File: config.mk
export PLATFORM = sky130hd
export DESIGN_NAME = size_class_bitmap_allocator_flat
export DESIGN_NICKNAME = d
export VERILOG_FILES = /design/src/rtl/core/scba_pkg.sv /design/src/rtl/core/scba_if.sv /design/src/rtl/core/scba_adder.sv /design/src/rtl/core/scba_find_free.sv /design/src/rtl/core/scba_bitmap.sv /design/src/rtl/core/size_class_bitmap_allocator.sv /design/src/flat_wrapper.sv
export SDC_FILE = /design/constraint.sdc
export NUM_CORES = 2
export LEC_CHECK = 0
export BUFFER_PORTS_ARGS = -buffer_cell sky130_fd_sc_hd__buf_4
export CAP_MARGIN = 30
export CORE_ASPECT_RATIO = 1.75
export CORE_MARGIN = 2
export CORE_UTILIZATION = 57
export CTS_CLUSTER_DIAMETER = 40
export DETAILED_ROUTE_END_ITERATION = 10
export HOLD_SLACK_MARGIN = 0.02
export PLACE_DENSITY_LB_ADDON = 0.1
export SYNTH_ARGS = -nofsm -noshare
export SYNTH_HDL_FRONTEND = slang
export SYNTH_SLANG_ARGS = --single-unit
File: constraint.sdc
create_clock -name clock -period 8.3 [get_ports clock]
set_input_delay 0.415 -clock clock [delete_from_list [all_inputs] [get_ports clock]]
set_output_delay 0.415 -clock clock [all_outputs]
set_load 0.05 [all_outputs]
File: src/rtl/core/scba_pkg.sv
package scba_pkg;

   // Geometry
   localparam int PAGE_BYTES    = 4096;
   localparam int CLASS_COUNT   = 9;
   localparam int REGION_STRIDE = 32768;
   localparam int WORD_BITS     = 64;

   localparam int MAX_SLOTS     = 512;
   localparam int UNIT_LOG_MIN  = 3;     // class 0 unit is 8 bytes

   // Field widths
   localparam int ADDR_W   = 32;
   localparam int SIZE_W   = 16;
   localparam int STATUS_W = 3;
   localparam int CNT_W    = 10;

   localparam int IDX_W     = $clog2(MAX_SLOTS);
   localparam int BIT_W     = $clog2(WORD_BITS);
   localparam int MAX_WORDS = MAX_SLOTS / WORD_BITS;
   localparam int WIDX_W    = (MAX_WORDS > 1) ? $clog2(MAX_WORDS) : 1;
   localparam int WCNT_W    = WIDX_W + 1;
   localparam int CLS_W     = (CLASS_COUNT > 1) ? $clog2(CLASS_COUNT) : 1;
   localparam int SHIFT_W   = 4;

   // Commands
   localparam logic CMD_ALLOC = 1'b0;
   localparam logic CMD_FREE  = 1'b1;

   // Response status codes
   localparam logic [STATUS_W-1:0] RSP_OK        = 3'd0;
   localparam logic [STATUS_W-1:0] RSP_TOO_LARGE = 3'd1;
   localparam logic [STATUS_W-1:0] RSP_FULL      = 3'd2;
   localparam logic [STATUS_W-1:0] RSP_NOT_ALLOC = 3'd3;
   localparam logic [STATUS_W-1:0] RSP_UNKNOWN   = 3'd4;

   // Region of class k is PAGE_BYTES << order(k)
   function automatic int class_order(int k);
      int ord;
      case (k)
         0, 1:    ord = 0;
         2, 3:    ord = 1;
         4, 5:    ord = 2;
         default: ord = 3;
      endcase
      return ord;
   endfunction

   function automatic int cap_of(int k);
      int c;
      int lim;
      c   = (PAGE_BYTES << class_order(k)) >> (k + UNIT_LOG_MIN);
      lim = REGION_STRIDE >> (k + UNIT_LOG_MIN);
      if (c > lim) c = lim;
      if (c > MAX_SLOTS) c = MAX_SLOTS;
      return c;
   endfunction

   function automatic int words_of(int k);
      return (cap_of(k) + WORD_BITS - 1) >> BIT_W;
   endfunction

   function automatic int total_words();
      int t;
      t = 0;
      for (int k = 0; k < CLASS_COUNT; k++) t += words_of(k);
      return t;
   endfunction

   localparam int TOTAL_WORDS = total_words();
   localparam int RAM_AW      = (TOTAL_WORDS > 1) ? $clog2(TOTAL_WORDS) : 1;

   typedef logic [CNT_W-1:0]  cnt_tbl_type   [CLASS_COUNT];
   typedef logic [WCNT_W-1:0] wcnt_tbl_type  [CLASS_COUNT];
   typedef logic [RAM_AW-1:0] waddr_tbl_type [CLASS_COUNT];
   typedef logic [ADDR_W-1:0] addr_tbl_type  [CLASS_COUNT];
   typedef logic [SIZE_W-1:0] size_tbl_type  [CLASS_COUNT];

   function automatic cnt_tbl_type build_cap_tbl();
      cnt_tbl_type t;
      for (int k = 0; k < CLASS_COUNT; k++) t[k] = CNT_W'(cap_of(k));
      return t;
   endfunction

   function automatic wcnt_tbl_type build_words_tbl();
      wcnt_tbl_type t;
      for (int k = 0; k < CLASS_COUNT; k++) t[k] = WCNT_W'(words_of(k));
      return t;
   endfunction

   function automatic waddr_tbl_type build_wbase_tbl();
      waddr_tbl_type t;
      int s;
      s = 0;
      for (int k = 0; k < CLASS_COUNT; k++) begin
         t[k] = RAM_AW'(s);
         s += words_of(k);
      end
      return t;
   endfunction

   function automatic addr_tbl_type build_span_tbl();
      addr_tbl_type t;
      for (int k = 0; k < CLASS_COUNT; k++)
         t[k] = ADDR_W'(cap_of(k) << (k + UNIT_LOG_MIN));
      return t;
   endfunction

   function automatic addr_tbl_type build_roff_tbl();
      addr_tbl_type t;
      for (int k = 0; k < CLASS_COUNT; k++) t[k] = ADDR_W'(k * REGION_STRIDE);
      return t;
   endfunction

   function automatic size_tbl_type build_unit_tbl();
      size_tbl_type t;
      for (int k = 0; k < CLASS_COUNT; k++) t[k] = SIZE_W'(1 << (k + UNIT_LOG_MIN));
      return t;
   endfunction

   localparam cnt_tbl_type   CAP_TBL   = build_cap_tbl();
   localparam wcnt_tbl_type  WORDS_TBL = build_words_tbl();
   localparam waddr_tbl_type WBASE_TBL = build_wbase_tbl();
   localparam addr_tbl_type  SPAN_TBL  = build_span_tbl();
   localparam addr_tbl_type  ROFF_TBL  = build_roff_tbl();
   localparam size_tbl_type  UNIT_TBL  = build_unit_tbl();

endpackage

File: src/rtl/core/scba_if.sv
interface scba_req_if;
   logic                          valid;
   logic                          ready;
   logic                          command;
   logic [scba_pkg::SIZE_W-1:0]   request_size;
   logic [scba_pkg::ADDR_W-1:0]   object_address;

   modport source (output valid, command, request_size, object_address, input ready);
   modport sink   (input valid, command, request_size, object_address, output ready);
endinterface

interface scba_rsp_if;
   logic                          valid;
   logic                          ready;
   logic [scba_pkg::STATUS_W-1:0] status;
   logic [scba_pkg::ADDR_W-1:0]   granted_address;
   logic [scba_pkg::CNT_W-1:0]    class_free_count;

   modport source (output valid, status, granted_address, class_free_count, input ready);
   modport sink   (input valid, status, granted_address, class_free_count, output ready);
endinterface

interface scba_csr_if;
   logic                          valid;
   logic                          ready;
   logic [scba_pkg::ADDR_W-1:0]   pool_base;

   modport source (output valid, pool_base, input ready);
   modport sink   (input valid, pool_base, output ready);
endinterface

File: src/rtl/core/scba_adder.sv
// Shared 32-bit add/subtract unit
module scba_adder (
   input  logic [scba_pkg::ADDR_W-1:0] op_a,
   input  logic [scba_pkg::ADDR_W-1:0] op_b,
   input  logic                        sub,
   output logic [scba_pkg::ADDR_W-1:0] sum
);

   assign sum = sub ? (op_a - op_b) : (op_a + op_b);

endmodule

File: src/rtl/core/scba_find_free.sv
// Lowest clear bit of one bitmap word, ignoring bits past the class capacity
module scba_find_free (
   input  logic [scba_pkg::WORD_BITS-1:0] word,
   input  logic [scba_pkg::CNT_W-1:0]     limit,
   output logic                           found,
   output logic [scba_pkg::BIT_W-1:0]     bit_idx
);

   logic [scba_pkg::WORD_BITS-1:0] avail;

   always_comb begin
      for (int b = 0; b < scba_pkg::WORD_BITS; b++)
         avail[b] = !word[b] && (scba_pkg::CNT_W'(b) < limit);
      found   = |avail;
      bit_idx = '0;
      for (int b = scba_pkg::WORD_BITS - 1; b >= 0; b--)
         if (avail[b]) bit_idx = scba_pkg::BIT_W'(b);
   end

endmodule

File: src/rtl/core/scba_bitmap.sv
// Occupancy bitmap store; per-word valid bits make unwritten words read as free
module scba_bitmap (
   input  logic                           clock,
   input  logic                           reset,
   input  logic                           rd_en,
   input  logic [scba_pkg::RAM_AW-1:0]    rd_addr,
   output logic [scba_pkg::WORD_BITS-1:0] rd_data,
   input  logic                           wr_en,
   input  logic [scba_pkg::RAM_AW-1:0]    wr_addr,
   input  logic [scba_pkg::WORD_BITS-1:0] wr_data
);

   logic [scba_pkg::WORD_BITS-1:0]   bitmap_mem [scba_pkg::TOTAL_WORDS];
   logic [scba_pkg::WORD_BITS-1:0]   rd_word_ff;
   logic                             rd_valid_ff;
   logic [scba_pkg::TOTAL_WORDS-1:0] valid_ff;

   always_ff @(posedge clock) begin
      if (wr_en) bitmap_mem[wr_addr] <= wr_data;
      if (rd_en) rd_word_ff <= bitmap_mem[rd_addr];
   end

   always_ff @(posedge clock) begin
      if (reset) begin
         valid_ff    <= '0;
         rd_valid_ff <= 1'b0;
      end else begin
         if (wr_en) valid_ff[wr_addr] <= 1'b1;
         if (rd_en) rd_valid_ff <= valid_ff[rd_addr];
      end
   end

   assign rd_data = rd_valid_ff ? rd_word_ff : '0;

endmodule

File: src/rtl/core/size_class_bitmap_allocator.sv
// Size-class bitmap allocator.
// req_bus (sink): command 0 allocates request_size bytes from the first of nine
//   power-of-two classes (8..2048 B) that fits; command 1 frees object_address.
// rsp_bus (source): one item per request: status, granted_address, and the
//   free slot count left in the touched class.
// csr_bus (sink): pool_base, always ready; write only while the block is idle.
// Sequence, accept to rsp valid:
//   allocate: scan the class bitmap words (1..8, class 0 worst),
//             one word per cycle from the bitmap store; a full class
//             goes to done after its last word, oversize goes straight to done.
//   free:     the shared adder walks the class regions (0..8) one per
//             cycle until one holds the address; if none does: unknown address.
// One request in flight: req ready is high only when the sequencer is idle.
// Result goes through an output register, so the next request is accepted
// while a result still waits; if rsp stalls, the following result waits in
// the done state and req stays low until the output register drains.
// Reset (synchronous): all slots free, free counts at class capacity,
// pool_base zero, no response pending. Bitmap clearing uses per-word valid
// bits, so no clearing pass is needed.
module size_class_bitmap_allocator (
   input  logic       clock,
   input  logic       reset,
   scba_req_if.sink   req_bus,
   scba_rsp_if.source rsp_bus,
   scba_csr_if.sink   csr_bus
);

   // Sequencer states
   localparam logic [2:0] ST_IDLE   = 3'd0;
   localparam logic [2:0] ST_SCAN   = 3'd1;   // alloc: test one bitmap word
   localparam logic [2:0] ST_GRANT  = 3'd2;   // alloc: region base + slot offset
   localparam logic [2:0] ST_LOCATE = 3'd3;   // free: find region of address
   localparam logic [2:0] ST_CHECK  = 3'd4;   // free: test and clear slot bit
   localparam logic [2:0] ST_DONE   = 3'd5;   // hand result to output register

   logic [2:0]                      state_ff, state_in;
   logic [scba_pkg::CLS_W-1:0]      k_ff, k_in;
   logic [scba_pkg::WIDX_W-1:0]     w_ff, w_in;
   logic [scba_pkg::ADDR_W-1:0]     acc_ff, acc_in;
   logic [scba_pkg::IDX_W-1:0]      idx_ff, idx_in;
   logic [scba_pkg::ADDR_W-1:0]     pool_base_ff;

   logic [scba_pkg::STATUS_W-1:0]   res_status_ff, res_status_in;
   logic [scba_pkg::ADDR_W-1:0]     res_granted_ff, res_granted_in;
   logic [scba_pkg::CNT_W-1:0]      res_count_ff, res_count_in;

   logic [scba_pkg::CNT_W-1:0]      free_ff [scba_pkg::CLASS_COUNT];
   logic                            free_we;
   logic [scba_pkg::CNT_W-1:0]      free_wdata;

   logic                            rsp_valid_ff;
   logic [scba_pkg::STATUS_W-1:0]   rsp_status_ff;
   logic [scba_pkg::ADDR_W-1:0]     rsp_granted_ff;
   logic [scba_pkg::CNT_W-1:0]      rsp_count_ff;
   logic                            rsp_load;

   // Shared adder
   logic [scba_pkg::ADDR_W-1:0]     add_a, add_b, add_sum;
   logic                            add_sub;

   // Bitmap store
   logic                            rd_en, wr_en;
   logic [scba_pkg::RAM_AW-1:0]     rd_addr, wr_addr;
   logic [scba_pkg::WORD_BITS-1:0]  rd_data, wr_data;

   // Word scan
   logic [scba_pkg::CNT_W-1:0]      scan_limit;
   logic                            scan_found;
   logic [scba_pkg::BIT_W-1:0]      scan_bit;

   logic                            req_fire;
   logic                            sel_hit;
   logic [scba_pkg::CLS_W-1:0]      sel_k;
   logic [scba_pkg::SHIFT_W-1:0]    unit_shift;
   logic [scba_pkg::ADDR_W-1:0]     slot_off;
   logic                            loc_hit;
   logic [scba_pkg::IDX_W-1:0]      loc_idx;
   logic [scba_pkg::RAM_AW-1:0]     scan_waddr, slot_waddr;
   logic [scba_pkg::BIT_W-1:0]      slot_bit;
   logic [scba_pkg::CNT_W-1:0]      cur_free;

   scba_adder u_adder (
      .op_a (add_a),
      .op_b (add_b),
      .sub  (add_sub),
      .sum  (add_sum)
   );

   scba_bitmap u_bitmap (
      .clock   (clock),
      .reset   (reset),
      .rd_en   (rd_en),
      .rd_addr (rd_addr),
      .rd_data (rd_data),
      .wr_en   (wr_en),
      .wr_addr (wr_addr),
      .wr_data (wr_data)
   );

   scba_find_free u_find (
      .word    (rd_data),
      .limit   (scan_limit),
      .found   (scan_found),
      .bit_idx (scan_bit)
   );

   assign req_bus.ready = (state_ff == ST_IDLE);
   assign req_fire      = req_bus.valid && req_bus.ready;
   assign csr_bus.ready = 1'b1;

   // First class whose unit holds the requested size
   always_comb begin
      sel_hit = 1'b0;
      sel_k   = '0;
      for (int k = scba_pkg::CLASS_COUNT - 1; k >= 0; k--)
         if (req_bus.request_size <= scba_pkg::UNIT_TBL[k]) begin
            sel_hit = 1'b1;
            sel_k   = scba_pkg::CLS_W'(k);
         end
   end

   // Per-class address arithmetic
   assign unit_shift = scba_pkg::SHIFT_W'(k_ff) + scba_pkg::SHIFT_W'(scba_pkg::UNIT_LOG_MIN);
   assign slot_off   = scba_pkg::ADDR_W'(idx_ff) << unit_shift;
   assign loc_hit    = acc_ff < scba_pkg::SPAN_TBL[k_ff];
   assign loc_idx    = scba_pkg::IDX_W'(acc_ff >> unit_shift);
   assign scan_limit = scba_pkg::CAP_TBL[k_ff]
                     - (scba_pkg::CNT_W'(w_ff) << scba_pkg::BIT_W);
   assign scan_waddr = scba_pkg::WBASE_TBL[k_ff] + scba_pkg::RAM_AW'(w_ff);
   assign slot_waddr = scba_pkg::WBASE_TBL[k_ff]
                     + scba_pkg::RAM_AW'(idx_ff[scba_pkg::IDX_W-1:scba_pkg::BIT_W]);
   assign slot_bit   = idx_ff[scba_pkg::BIT_W-1:0];
   assign cur_free   = free_ff[k_ff];

   // Adder operand selection
   always_comb begin
      add_a   = acc_ff;
      add_b   = '0;
      add_sub = 1'b0;
      case (state_ff)
         ST_IDLE: begin
            if (req_bus.command == scba_pkg::CMD_ALLOC) begin
               add_a = pool_base_ff;
               add_b = scba_pkg::ROFF_TBL[sel_k];
            end else begin
               add_a   = req_bus.object_address;
               add_b   = pool_base_ff;
               add_sub = 1'b1;
            end
         end
         ST_LOCATE: begin
            add_b   = scba_pkg::ADDR_W'(scba_pkg::REGION_STRIDE);
            add_sub = 1'b1;
         end
         ST_GRANT: add_b = slot_off;
         default: add_b = '0;
      endcase
   end

   // Sequencer
   always_comb begin
      state_in       = state_ff;
      k_in           = k_ff;
      w_in           = w_ff;
      acc_in         = acc_ff;
      idx_in         = idx_ff;
      res_status_in  = res_status_ff;
      res_granted_in = res_granted_ff;
      res_count_in   = res_count_ff;
      rd_en          = 1'b0;
      rd_addr        = scan_waddr;
      wr_en          = 1'b0;
      wr_addr        = slot_waddr;
      wr_data        = rd_data;
      free_we        = 1'b0;
      free_wdata     = cur_free;
      rsp_load       = 1'b0;
      case (state_ff)
         ST_IDLE: begin
            if (req_fire) begin
               acc_in         = add_sum;
               res_granted_in = '0;
               res_count_in   = '0;
               if (req_bus.command == scba_pkg::CMD_FREE) begin
                  k_in     = '0;
                  state_in = ST_LOCATE;
               end else if (!sel_hit) begin
                  res_status_in = scba_pkg::RSP_TOO_LARGE;
                  state_in      = ST_DONE;
               end else begin
                  k_in     = sel_k;
                  w_in     = '0;
                  rd_en    = 1'b1;
                  rd_addr  = scba_pkg::WBASE_TBL[sel_k];
                  state_in = ST_SCAN;
               end
            end
         end
         ST_SCAN: begin
            if (scan_found) begin
               idx_in        = {w_ff, scan_bit};
               wr_en         = 1'b1;
               wr_addr       = scan_waddr;
               wr_data       = rd_data | (scba_pkg::WORD_BITS'(1) << scan_bit);
               free_we       = 1'b1;
               free_wdata    = cur_free - scba_pkg::CNT_W'(1);
               res_count_in  = cur_free - scba_pkg::CNT_W'(1);
               res_status_in = scba_pkg::RSP_OK;
               state_in      = ST_GRANT;
            end else if (scba_pkg::WCNT_W'(w_ff) + scba_pkg::WCNT_W'(1)
                         >= scba_pkg::WORDS_TBL[k_ff]) begin
               res_status_in = scba_pkg::RSP_FULL;
               state_in      = ST_DONE;
            end else begin
               w_in    = w_ff + scba_pkg::WIDX_W'(1);
               rd_en   = 1'b1;
               rd_addr = scan_waddr + scba_pkg::RAM_AW'(1);
            end
         end
         ST_GRANT: begin
            res_granted_in = add_sum;
            state_in       = ST_DONE;
         end
         ST_LOCATE: begin
            if (loc_hit) begin
               idx_in   = loc_idx;
               rd_en    = 1'b1;
               rd_addr  = scba_pkg::WBASE_TBL[k_ff]
                        + scba_pkg::RAM_AW'(loc_idx[scba_pkg::IDX_W-1:scba_pkg::BIT_W]);
               state_in = ST_CHECK;
            end else if (k_ff == scba_pkg::CLS_W'(scba_pkg::CLASS_COUNT - 1)) begin
               res_status_in = scba_pkg::RSP_UNKNOWN;
               state_in      = ST_DONE;
            end else begin
               acc_in = add_sum;
               k_in   = k_ff + scba_pkg::CLS_W'(1);
            end
         end
         ST_CHECK: begin
            if (!rd_data[slot_bit]) begin
               // double free: state untouched
               res_status_in = scba_pkg::RSP_NOT_ALLOC;
               res_count_in  = cur_free;
            end else begin
               wr_en   = 1'b1;
               wr_data = rd_data & ~(scba_pkg::WORD_BITS'(1) << slot_bit);
               free_we = 1'b1;
               if (cur_free < scba_pkg::CAP_TBL[k_ff])
                  free_wdata = cur_free + scba_pkg::CNT_W'(1);
               res_count_in  = free_wdata;
               res_status_in = scba_pkg::RSP_OK;
            end
            state_in = ST_DONE;
         end
         ST_DONE: begin
            if (!rsp_valid_ff || rsp_bus.ready) begin
               rsp_load = 1'b1;
               state_in = ST_IDLE;
            end
         end
         default: state_in = ST_IDLE;
      endcase
   end

   always_ff @(posedge clock) begin
      if (reset) begin
         state_ff     <= ST_IDLE;
         rsp_valid_ff <= 1'b0;
         pool_base_ff <= '0;
         for (int k = 0; k < scba_pkg::CLASS_COUNT; k++)
            free_ff[k] <= scba_pkg::CAP_TBL[k];
      end else begin
         state_ff <= state_in;
         if (csr_bus.valid) pool_base_ff <= csr_bus.pool_base;
         if (free_we) free_ff[k_ff] <= free_wdata;
         if (rsp_load) rsp_valid_ff <= 1'b1;
         else if (rsp_bus.ready) rsp_valid_ff <= 1'b0;
      end
   end

   always_ff @(posedge clock) begin
      k_ff           <= k_in;
      w_ff           <= w_in;
      acc_ff         <= acc_in;
      idx_ff         <= idx_in;
      res_status_ff  <= res_status_in;
      res_granted_ff <= res_granted_in;
      res_count_ff   <= res_count_in;
      if (rsp_load) begin
         rsp_status_ff  <= res_status_ff;
         rsp_granted_ff <= res_granted_ff;
         rsp_count_ff   <= res_count_ff;
      end
   end

   assign rsp_bus.valid            = rsp_valid_ff;
   assign rsp_bus.status           = rsp_status_ff;
   assign rsp_bus.granted_address  = rsp_granted_ff;
   assign rsp_bus.class_free_count = rsp_count_ff;

`ifndef SYNTHESIS
   // an accepted request always leaves the sequencer busy in the cycle after
   assert property (@(posedge clock) disable iff (reset)
      req_fire |=> (state_ff != ST_IDLE))
      else $error("request accepted but sequencer stayed idle");

   // scan never runs past the last bitmap word of the class
   assert property (@(posedge clock) disable iff (reset)
      (state_ff == ST_SCAN) |-> (scba_pkg::WCNT_W'(w_ff) < scba_pkg::WORDS_TBL[k_ff]))
      else $error("bitmap scan beyond class words");

   // a granted slot leaves the class count below capacity
   assert property (@(posedge clock) disable iff (reset)
      (state_ff == ST_GRANT) |-> (free_ff[k_ff] < scba_pkg::CAP_TBL[k_ff]))
      else $error("free count not below capacity after allocate");

   // failed operations never report an address
   assert property (@(posedge clock) disable iff (reset)
      (rsp_bus.valid && (rsp_bus.status != scba_pkg::RSP_OK))
         |-> (rsp_bus.granted_address == '0))
      else $error("nonzero address on failed response");
`endif

endmodule

File: src/flat_wrapper.sv
// flat-port wrapper written by rule: the top's interface ports become plain ports
module size_class_bitmap_allocator_flat 
  (clock, reset, req_bus_valid, req_bus_command, req_bus_request_size, req_bus_object_address, req_bus_ready, rsp_bus_valid, rsp_bus_status, rsp_bus_granted_address, rsp_bus_class_free_count, rsp_bus_ready, csr_bus_valid, csr_bus_pool_base, csr_bus_ready);
  scba_req_if req_bus_i ();
  scba_rsp_if rsp_bus_i ();
  scba_csr_if csr_bus_i ();
  input  logic clock;
  input  logic reset;
  input wire logic [$bits(req_bus_i.valid)-1:0] req_bus_valid;
  input wire logic [$bits(req_bus_i.command)-1:0] req_bus_command;
  input wire logic [$bits(req_bus_i.request_size)-1:0] req_bus_request_size;
  input wire logic [$bits(req_bus_i.object_address)-1:0] req_bus_object_address;
  output wire logic [$bits(req_bus_i.ready)-1:0] req_bus_ready;
  output wire logic [$bits(rsp_bus_i.valid)-1:0] rsp_bus_valid;
  output wire logic [$bits(rsp_bus_i.status)-1:0] rsp_bus_status;
  output wire logic [$bits(rsp_bus_i.granted_address)-1:0] rsp_bus_granted_address;
  output wire logic [$bits(rsp_bus_i.class_free_count)-1:0] rsp_bus_class_free_count;
  input wire logic [$bits(rsp_bus_i.ready)-1:0] rsp_bus_ready;
  input wire logic [$bits(csr_bus_i.valid)-1:0] csr_bus_valid;
  input wire logic [$bits(csr_bus_i.pool_base)-1:0] csr_bus_pool_base;
  output wire logic [$bits(csr_bus_i.ready)-1:0] csr_bus_ready;
  assign req_bus_i.valid = req_bus_valid;
  assign req_bus_i.command = req_bus_command;
  assign req_bus_i.request_size = req_bus_request_size;
  assign req_bus_i.object_address = req_bus_object_address;
  assign req_bus_ready = req_bus_i.ready;
  assign rsp_bus_valid = rsp_bus_i.valid;
  assign rsp_bus_status = rsp_bus_i.status;
  assign rsp_bus_granted_address = rsp_bus_i.granted_address;
  assign rsp_bus_class_free_count = rsp_bus_i.class_free_count;
  assign rsp_bus_i.ready = rsp_bus_ready;
  assign csr_bus_i.valid = csr_bus_valid;
  assign csr_bus_i.pool_base = csr_bus_pool_base;
  assign csr_bus_ready = csr_bus_i.ready;
  size_class_bitmap_allocator u_core (.clock(clock), .reset(reset), .req_bus(req_bus_i), .rsp_bus(rsp_bus_i), .csr_bus(csr_bus_i));
endmodule
======== After elaboration in Yosys (flattened, before gate mapping) ========
Memory sizes are Yosys's and may differ from the RTL's. A register that Yosys moved wholly into a read port is not among the register bits.
Cells that the tools add are included.
operators by class
  shift-type cells ........................ 4
  order comparisons ....................... 82
  reductions and logical operators ........ 151
  bitwise operators ....................... 6
  multiplexer cells ....................... 190
  equal/unequal tests ..................... 21
  add/subtract/negate cells ............... 13
operators by type and width
  kind                                                                   number
  32-bit 2-to-1 mux                                                      12
  6-bit 2-to-1 mux                                                       64
  6-bit by 10-bit < comparator with 1-bit output (first input constant)  32
  64-bit 2-to-1 mux                                                      3
  5-bit by 10-bit < comparator with 1-bit output (first input constant)  16
  32-bit case mux with 2 select lines                                    2
  64-bit case mux with 2 select lines                                    1
  1-bit by 6-bit << shifter with 64-bit output (first input constant)    2
  32-bit case mux with 3 select lines                                    1
  4-bit by 10-bit < comparator with 1-bit output (first input constant)  8
  10-bit 2-to-1 mux                                                      8
  4-bit 2-to-1 mux                                                       18
  1-bit logical AND                                                      66
  1-bit zero test                                                        65
  64-bit bitwise AND                                                     1
  64-bit inverter                                                        1
  64-bit OR                                                              1
  64-bit OR reduction                                                    1
  3-bit 2-to-1 mux                                                       20
  5-bit 2-to-1 mux                                                       12
  3-bit by 10-bit < comparator with 1-bit output (first input constant)  4
  32-bit adder                                                           1
  32-bit < comparator                                                    1
  1-bit 2-to-1 mux                                                       32
  other kinds (67)                                                       95
word-level totals
  bits in read-only memories .............. 1408
  flip-flop bits (word level) ............. 199
  output and inout port bits .............. 48
  memories ................................ 8
  memory bits (writable) .................. 1626
memories
  memory                      words  width  rd ports  clocked after memory_dff  wr ports  RTL line                            source
  u_core.u_bitmap.bitmap_mem  24     64     1         1                         1         scba_bitmap.sv:13                   logic [scba_pkg::WORD_BITS-1:0] bitmap_mem [scba_pkg::TOTAL_WORDS];
  (name not given)            16     32     1         0                         0         size_class_bitmap_allocator.sv:144  add_b = scba_pkg::ROFF_TBL[sel_k];
  (name not given)            16     32     1         0                         0         size_class_bitmap_allocator.sv:125  assign loc_hit = acc_ff < scba_pkg::SPAN_TBL[k_ff];
  (name not given)            16     10     1         0                         0         size_class_bitmap_allocator.sv:127  assign scan_limit = scba_pkg::CAP_TBL[k_ff]
  u_core.free_ff              9      10     1         1                         9         size_class_bitmap_allocator.sv:47   logic [scba_pkg::CNT_W-1:0] free_ff [scba_pkg::CLASS_COUNT];
  (name not given)            16     5      1         0                         0         size_class_bitmap_allocator.sv:129  assign scan_waddr = scba_pkg::WBASE_TBL[k_ff] + scba_pkg::RAM_AW'(w_ff);
  2 more memories             -      -      -         -                         -         -

======== Longest topological paths before layout ========
  word-level depth ........................ 75
  depth in mapped cells ................... 32
  mapped depth without buffers ............ 28

======== Modules after synthesis ========
From an unflattened synthesis, not the netlist that was laid out.
second synthesis, totals
  cells, all modules ...................... 5444
  area, all modules ....................... 86837.0 um2
by module, submodules not included
  module                       area each (um2)  sequential area each (um2)  cells each  instances
  scba_bitmap                  62408.6          48546.6                     2895        1
  size_class_bitmap_allocator  19690.1          9749.4                      1807        1
  scba_adder                   2437.3           0.0                         367         1
  scba_find_free               2301.0           0.0                         375         1

======== Least setup slack after synthesis ========
No wires, ideal clock.
  path type ............................... register -> register
  from .................................... reg u_core.k_ff[0] in the netlist's numbering
  to ...................................... mem u_core.u_bitmap.bitmap_mem[13][0] in the netlist's numbering, enable pin
  slack ................................... -0.760 ns
  stages on the path, launching flop included .. 24
  data required time ...................... 7.812 ns
  period minus slack after synthesis ...... 9.060 ns
  buffers on the path ..................... 9
  arrival ................................. 8.572 ns
  path through ............................ edfxtp_1 buf_2 inv_1 clkbuf_1 clkbuf_1 ha_1 buf_2 clkbuf_1 buf_1 buf_1 clkbuf_1 nand2_1 ha_1 inv_1 fa_1 nand2b_1 o41a_1 buf_6 nor3_1 nand2b_1 mux2_2 nor2_1 nand2_1 nor2_1
between the ends
  cells in the longest elaborated chain, start to end .. 12
  elaborated cells on any way between the ends .. 145
ends and longest elaborated chain
  item                                                                    RTL line                                                                                                    source
  from (decl)                                                             size_class_bitmap_allocator.sv:37                                                                           logic [scba_pkg::CLS_W-1:0] k_ff, k_in;
  from (signal assigned)                                                  size_class_bitmap_allocator.sv:282                                                                          k_ff <= k_in;
  4-bit inverter with 5-bit output (not written as such) (*)              size_class_bitmap_allocator.sv:127, size_class_bitmap_allocator.sv:129, size_class_bitmap_allocator.sv:130
  memory 16 x 10 bit                                                      -
  10-bit 2-to-1 mux (not written as such) (2 in series)                   size_class_bitmap_allocator.sv:127
  10-bit by 9-bit subtractor with 10-bit output                           size_class_bitmap_allocator.sv:128                                                                          - (scba_pkg::CNT_W'(w_ff) << scba_pkg::BIT_W);
  1-bit by 10-bit < comparator with 1-bit output (tied with other cells)  scba_find_free.sv:13                                                                                        avail[b] = !word[b] && (scba_pkg::CNT_W'(b) < limit);
  1-bit logical AND                                                       scba_find_free.sv:13
  64-bit OR reduction                                                     scba_find_free.sv:14                                                                                        found = |avail;
  1-bit 2-to-1 mux                                                        size_class_bitmap_allocator.sv:200                                                                          if (scan_found) begin
  1-bit case mux with 2 select lines                                      size_class_bitmap_allocator.sv:178                                                                          case (state_ff)
  1-bit 2-to-1 mux                                                        scba_bitmap.sv:19                                                                                           if (wr_en) bitmap_mem[wr_addr] <= wr_data;
  1-bit 2-to-1 mux (not written as such)                                  scba_bitmap.sv:19
  to (decl)                                                               scba_bitmap.sv:13
Every way passes the cells marked *; elsewhere a longest branch is shown, timed or not. The select of a mux whose other input is x is not followed.

======== Worst setup path in the final report ========
  from .................................... reg u_core.k_ff[1] in the netlist's numbering
  to ...................................... reg u_core.res_granted_ff[31] in the netlist's numbering, data pin
between the ends
  cells in the longest elaborated chain, start to end .. 6
  elaborated cells on any way between the ends .. 7
ends and longest elaborated chain
  item                                                      RTL line                            source
  4-bit by 2-bit adder with 4-bit output (*)                size_class_bitmap_allocator.sv:123  assign unit_shift = scba_pkg::SHIFT_W'(k_ff) + scba_pkg::SHIFT_W'(scba_pkg::UNIT_LOG_MIN);
  9-bit by 4-bit << shifter with 32-bit output (*)          size_class_bitmap_allocator.sv:124  assign slot_off = scba_pkg::ADDR_W'(idx_ff) << unit_shift;
  32-bit case mux with 3 select lines (*)                   size_class_bitmap_allocator.sv:140  case (state_ff)
  32-bit adder / 32-bit subtractor (equally long branches)  scba_adder.sv:9                     assign sum = sub ? (op_a - op_b) : (op_a + op_b);
  32-bit 2-to-1 mux (*)                                     scba_adder.sv:9
  32-bit case mux with 2 select lines (*)                   size_class_bitmap_allocator.sv:178
  to (signal assigned)                                      size_class_bitmap_allocator.sv:287  res_granted_ff <= res_granted_in;
  to (decl)                                                 size_class_bitmap_allocator.sv:44   logic [scba_pkg::ADDR_W-1:0] res_granted_ff, res_granted_in;
Every way passes the cells marked *; elsewhere a longest branch is shown, timed or not.
A chain may end at the register's enable or synchronous reset.

==> out/results.txt <==
The flow ran to the end, and the final reports show no timing, DRC or antenna violations. The top fanout value on the critical path is 39, and the synthesized instance count is 7029. The synthesized area per cell is 12.2 µm², and the wire length of the first global-routing pass is 368 mm. Across all layers, the routed design uses 58923 vias. The min-delay analysis places its worst path in the category primary input to flop. Counting cells, the worst reg-to-reg path comes to 22. For this run, the detailed router's first-pass iteration total came to 7. The number of hold buffers added after cts is 33. For the area of placed instances, the log shows 89400 µm².

The number of maximum-capacitance violations came out at 0. The post-route cell area is 95700 µm², and the count of flip-flops with a built-in enable after synthesis is 1898. The proportion of synthesized flip-flops having asynchronous set or reset was 0. For the I/O pin count, the log shows 134. The number of antenna violations at the first check in global routing came out at 4. Post-CTS timing repair inserted 0 buffers for setup. Setup repair after global routing left no endpoint under its margin.

The number of standard-cell rows in the floorplan came out at 188. The commonest cells after synthesis are sky130_fd_sc_hd__edfxtp_1, sky130_fd_sc_hd__nand2_1, sky130_fd_sc_hd__nand3_1, sky130_fd_sc_hd__a21oi_1, sky130_fd_sc_hd__nor2_1. The worst relative slew slack was 0.271.

The required time reported for the critical path endpoint is 8990 ps. The post-synthesis sequential element count was 1963; the x dimension of the die was 297 µm. The tools report the post-synthesis net count as 7188. The run gives 0.572 as the initial core utilization.

Hold timing on the final database bottoms out at a slack of 143 ps. At the end of routability-driven placement, the weighted congestion stood at 0.976. Port buffering added 132 buffers. Number of max-slew violations in the final report: 0.

Among all cell types in the netlist, the one instantiated most often is sky130_fd_sc_hd__edfxtp_1. Yosys attributes the largest share of cell area to sky130_fd_sc_hd__edfxtp_1, sky130_fd_sc_hd__nand2_1, sky130_fd_sc_hd__nand3_1. From bottom edge to top edge, the die measures 516 µm. The fraction of post-synthesis cell area in the top cell type by area was 0.667; the distinct cell type count after synthesis was 96. The arrival time of the worst setup path was 8210 ps.

The synthesized netlist occupies a cell area of 85400 µm². The total negative slack for setup checks came out at 0 ps. The worst setup path is of the flop to flop kind. The detail route stage leaves a number of antenna-violating nets equal to 0. The largest net degree at the start of global routing was 174. For this run, the leading register cell type out of synthesis is sky130_fd_sc_hd__edfxtp_1.

The run gives 4 as the H-tree level count. The remaining global-route overflow is 0, and the final critical delay including setup and external delays is 7520 ps. The largest incremental delay on the critical path is 970 ps. The clock net in this run drives a total of 1963 sinks.

The area enclosed by the die boundary came out at 153000 µm². TritonCTS built the clock tree. The Yosys step of the flow raised 0 warnings. The number of remaining DRC errors came out at 0.

The fraction of final layout cells sized beyond drive strength 1 is 0.106, and the setup violation total in the final timing report is 0. Derived from the worst setup path, the maximum achievable clock frequency is 133 MHz. The number of placed instances, taps included, is 8914.

Buffers inserted during clock tree synthesis total 178. The transition time at the pin with the least slew margin is 1090 ps. The logs give 150 mm for the estimated wirelength of the detail-placed design and 0 for the number of failing hold endpoints at the final stage.

In this run, post-CTS repair resized a total of 0 instances. The tools report the element type at the critical path end as a flop. At the end of the flow, the number of nets in the layout was 7294. The detail-routed net length per standard cell is 27.4 µm, and the total stage count of the critical path is 22.

The CTS clock-pin slew for the worst setup and hold paths came out at 70 ps. The area growth from synthesis to layout is 12.0%. Clock skew on the completed layout was measured at 51.9 ps. The worst setup path is launched from a flop. The sequential-to-total area share from yosys stat is 0.682. In this run the critical register-to-register path is launched from u_core.k_ff[1]$_DFFE_PP_.

The overall fraction of global-route tracks in use came out at 0.330. The cell type with the largest total area after synthesis was sky130_fd_sc_hd__edfxtp_1. For this run, the number of standard cells in the final layout without fillers is 9284. The tools report the launch point of the worst hold path as csr_bus_valid. The total area inside the core boundary comes to 149000 µm². The root buffer cell is sky130_fd_sc_hd__clkbuf_16. Dividing the detail-routed via count by the number of cells gives 6.35. Latest clock arrival within the worst-skew pair: 840 ps. The critical path starts at u_core.k_ff[1]$_DFFE_PP_.

The clock passes through at most 3 buffers. The number of buffers and inverters on the critical path is 2. Walking the worst path, the cells encountered are inv_1 > ha_2 > buf_4 > mux2i_1 > o21ai_0 > or2_2 > a32oi_1 > nand3_1 > or3_1 > nor4_1 > a21oi_1 > xnor2_1 > ha_1 > a21o_1 > a21oi_1 > nor2_1 > a21oi_1 > a31oi_1 > a211oi_1 > o21ai_0 > or4_1 > o21ai_0. Via count of the first global-routing pass: 56725.

Broken down by cell family, the worst path's largest delay share belongs to compound AO/OA/AOI/OAI gates. Counting instances, the worst hold path has a depth of 3. Post-route clock period utilization: 0.906.

The slowest stage of the critical path is the sky130_fd_sc_hd__ha_2 cell. The final layout contains routed wiring with a total length of 254 mm. The initial detailed-routing violation count came out at 6550.
==> placed cells by master (no fill, tap or decap), types with 82 or more instances in the layout <==
master,netlist,final
sky130_fd_sc_hd__nor2_1,335,310
sky130_fd_sc_hd__mux2i_1,95,95
sky130_fd_sc_hd__clkbuf_16,0,179
sky130_fd_sc_hd__a21oi_1,442,442
sky130_fd_sc_hd__a31oi_1,82,82
sky130_fd_sc_hd__o21ai_0,123,96
sky130_fd_sc_hd__edfxtp_1,1898,1898
sky130_fd_sc_hd__buf_4,39,280
sky130_fd_sc_hd__nand3_1,720,718
sky130_fd_sc_hd__nand2_1,1751,1751
sky130_fd_sc_hd__and3_1,88,88
==> tightest hold or removal path: cells and delay by family <==
family,cells,cell delay (ps)
buf+inv,1,280
mux,1,170
simple gates,1,70
==> cell families (layout without fill, tap and decap cells) <==
family / Yosys count / in the layout / share of synthesized area
AND/OR/NAND/NOR: 3224 / 3224 / 0.166
flip-flops: 1963 / 1963 / 0.682
AO/OA/AOI/OAI: 986 / 986 / 0.0724
buffers and inverters: 508 / 764 / 0.0260
multiplexers: 189 / 189 / 0.0333
XOR/XNOR: 85 / 85 / 0.00880
adder cells (fa/ha/maj): 73 / 73 / 0.0111
other: 1 / 5 / 0.0000439
==> worst paths after layout <==
path / to / slack (ps)
worst max register to register: u_core.res_granted_ff[31]$_SDFFCE_PN0P_ / 780
worst max-delay path: u_core.res_granted_ff[31]$_SDFFCE_PN0P_ / 780
worst min-delay path: u_core.pool_base_ff[27]$_SDFFE_PP0P_ / 140
worst min register to register: u_core.rsp_bus.granted_address[24]$_DFFE_PP_ / 410
==> per-layer routing <==
metal,global-route usage,vias to the layer above,routed length (µm)
met5,0,-,0
met4,0.181,0,15600
met3,0.0526,777,20100
met2,0.573,2903,130000
li1,-,26021,-
met1,0.392,29222,89200
==> flip-flops by register name, indices dropped and copies added, names as in the netlist, named ones only <==
signal / cells
u_core.acc_ff: 32
u_core.res_status_ff: 3
u_core.u_bitmap.rd_valid_ff: 1
u_core.u_bitmap.bitmap_mem: 1536
u_core.k_ff: 4
u_core.rsp_bus.class_free_count: 10
u_core.u_bitmap.valid_ff: 24
u_core.res_granted_ff: 32
u_core.free_ff: 160
u_core.rsp_bus.status: 3
u_core.rsp_bus.granted_address: 32
u_core.pool_base_ff: 32
u_core.u_bitmap.rd_word_ff: 64
u_core.w_ff: 3
u_core.state_ff: 3
u_core.res_count_ff: 10
u_core.idx_ff: 9
u_core.rsp_bus.valid: 1
==> layout make-up <==
type / count / area [µm²]
timing repair buffer: 365 / 3470
clock inverter: 101 / 1180
sequential: 1963 / 58300
inverter: 69 / 259
antenna: 4 / 10.0
fill: 11283 / 53700
tap: 1995 / 2500
clock buffer: 229 / 4710
multi-input combinational: 4558 / 25300
==> stage by stage <==
step	setup slack, ps	util
6_report	782	0.641
5_1_grt	287	0.641
4_1_cts	965	0.640
3_5_place_dp	966	0.599
3_3_place_gp	984	0.597
2_1_floorplan	-760	-
Power is left out: the tool's default activity adds up to more than one toggle a clock period on the data nets, which glitch-free logic cannot reach.
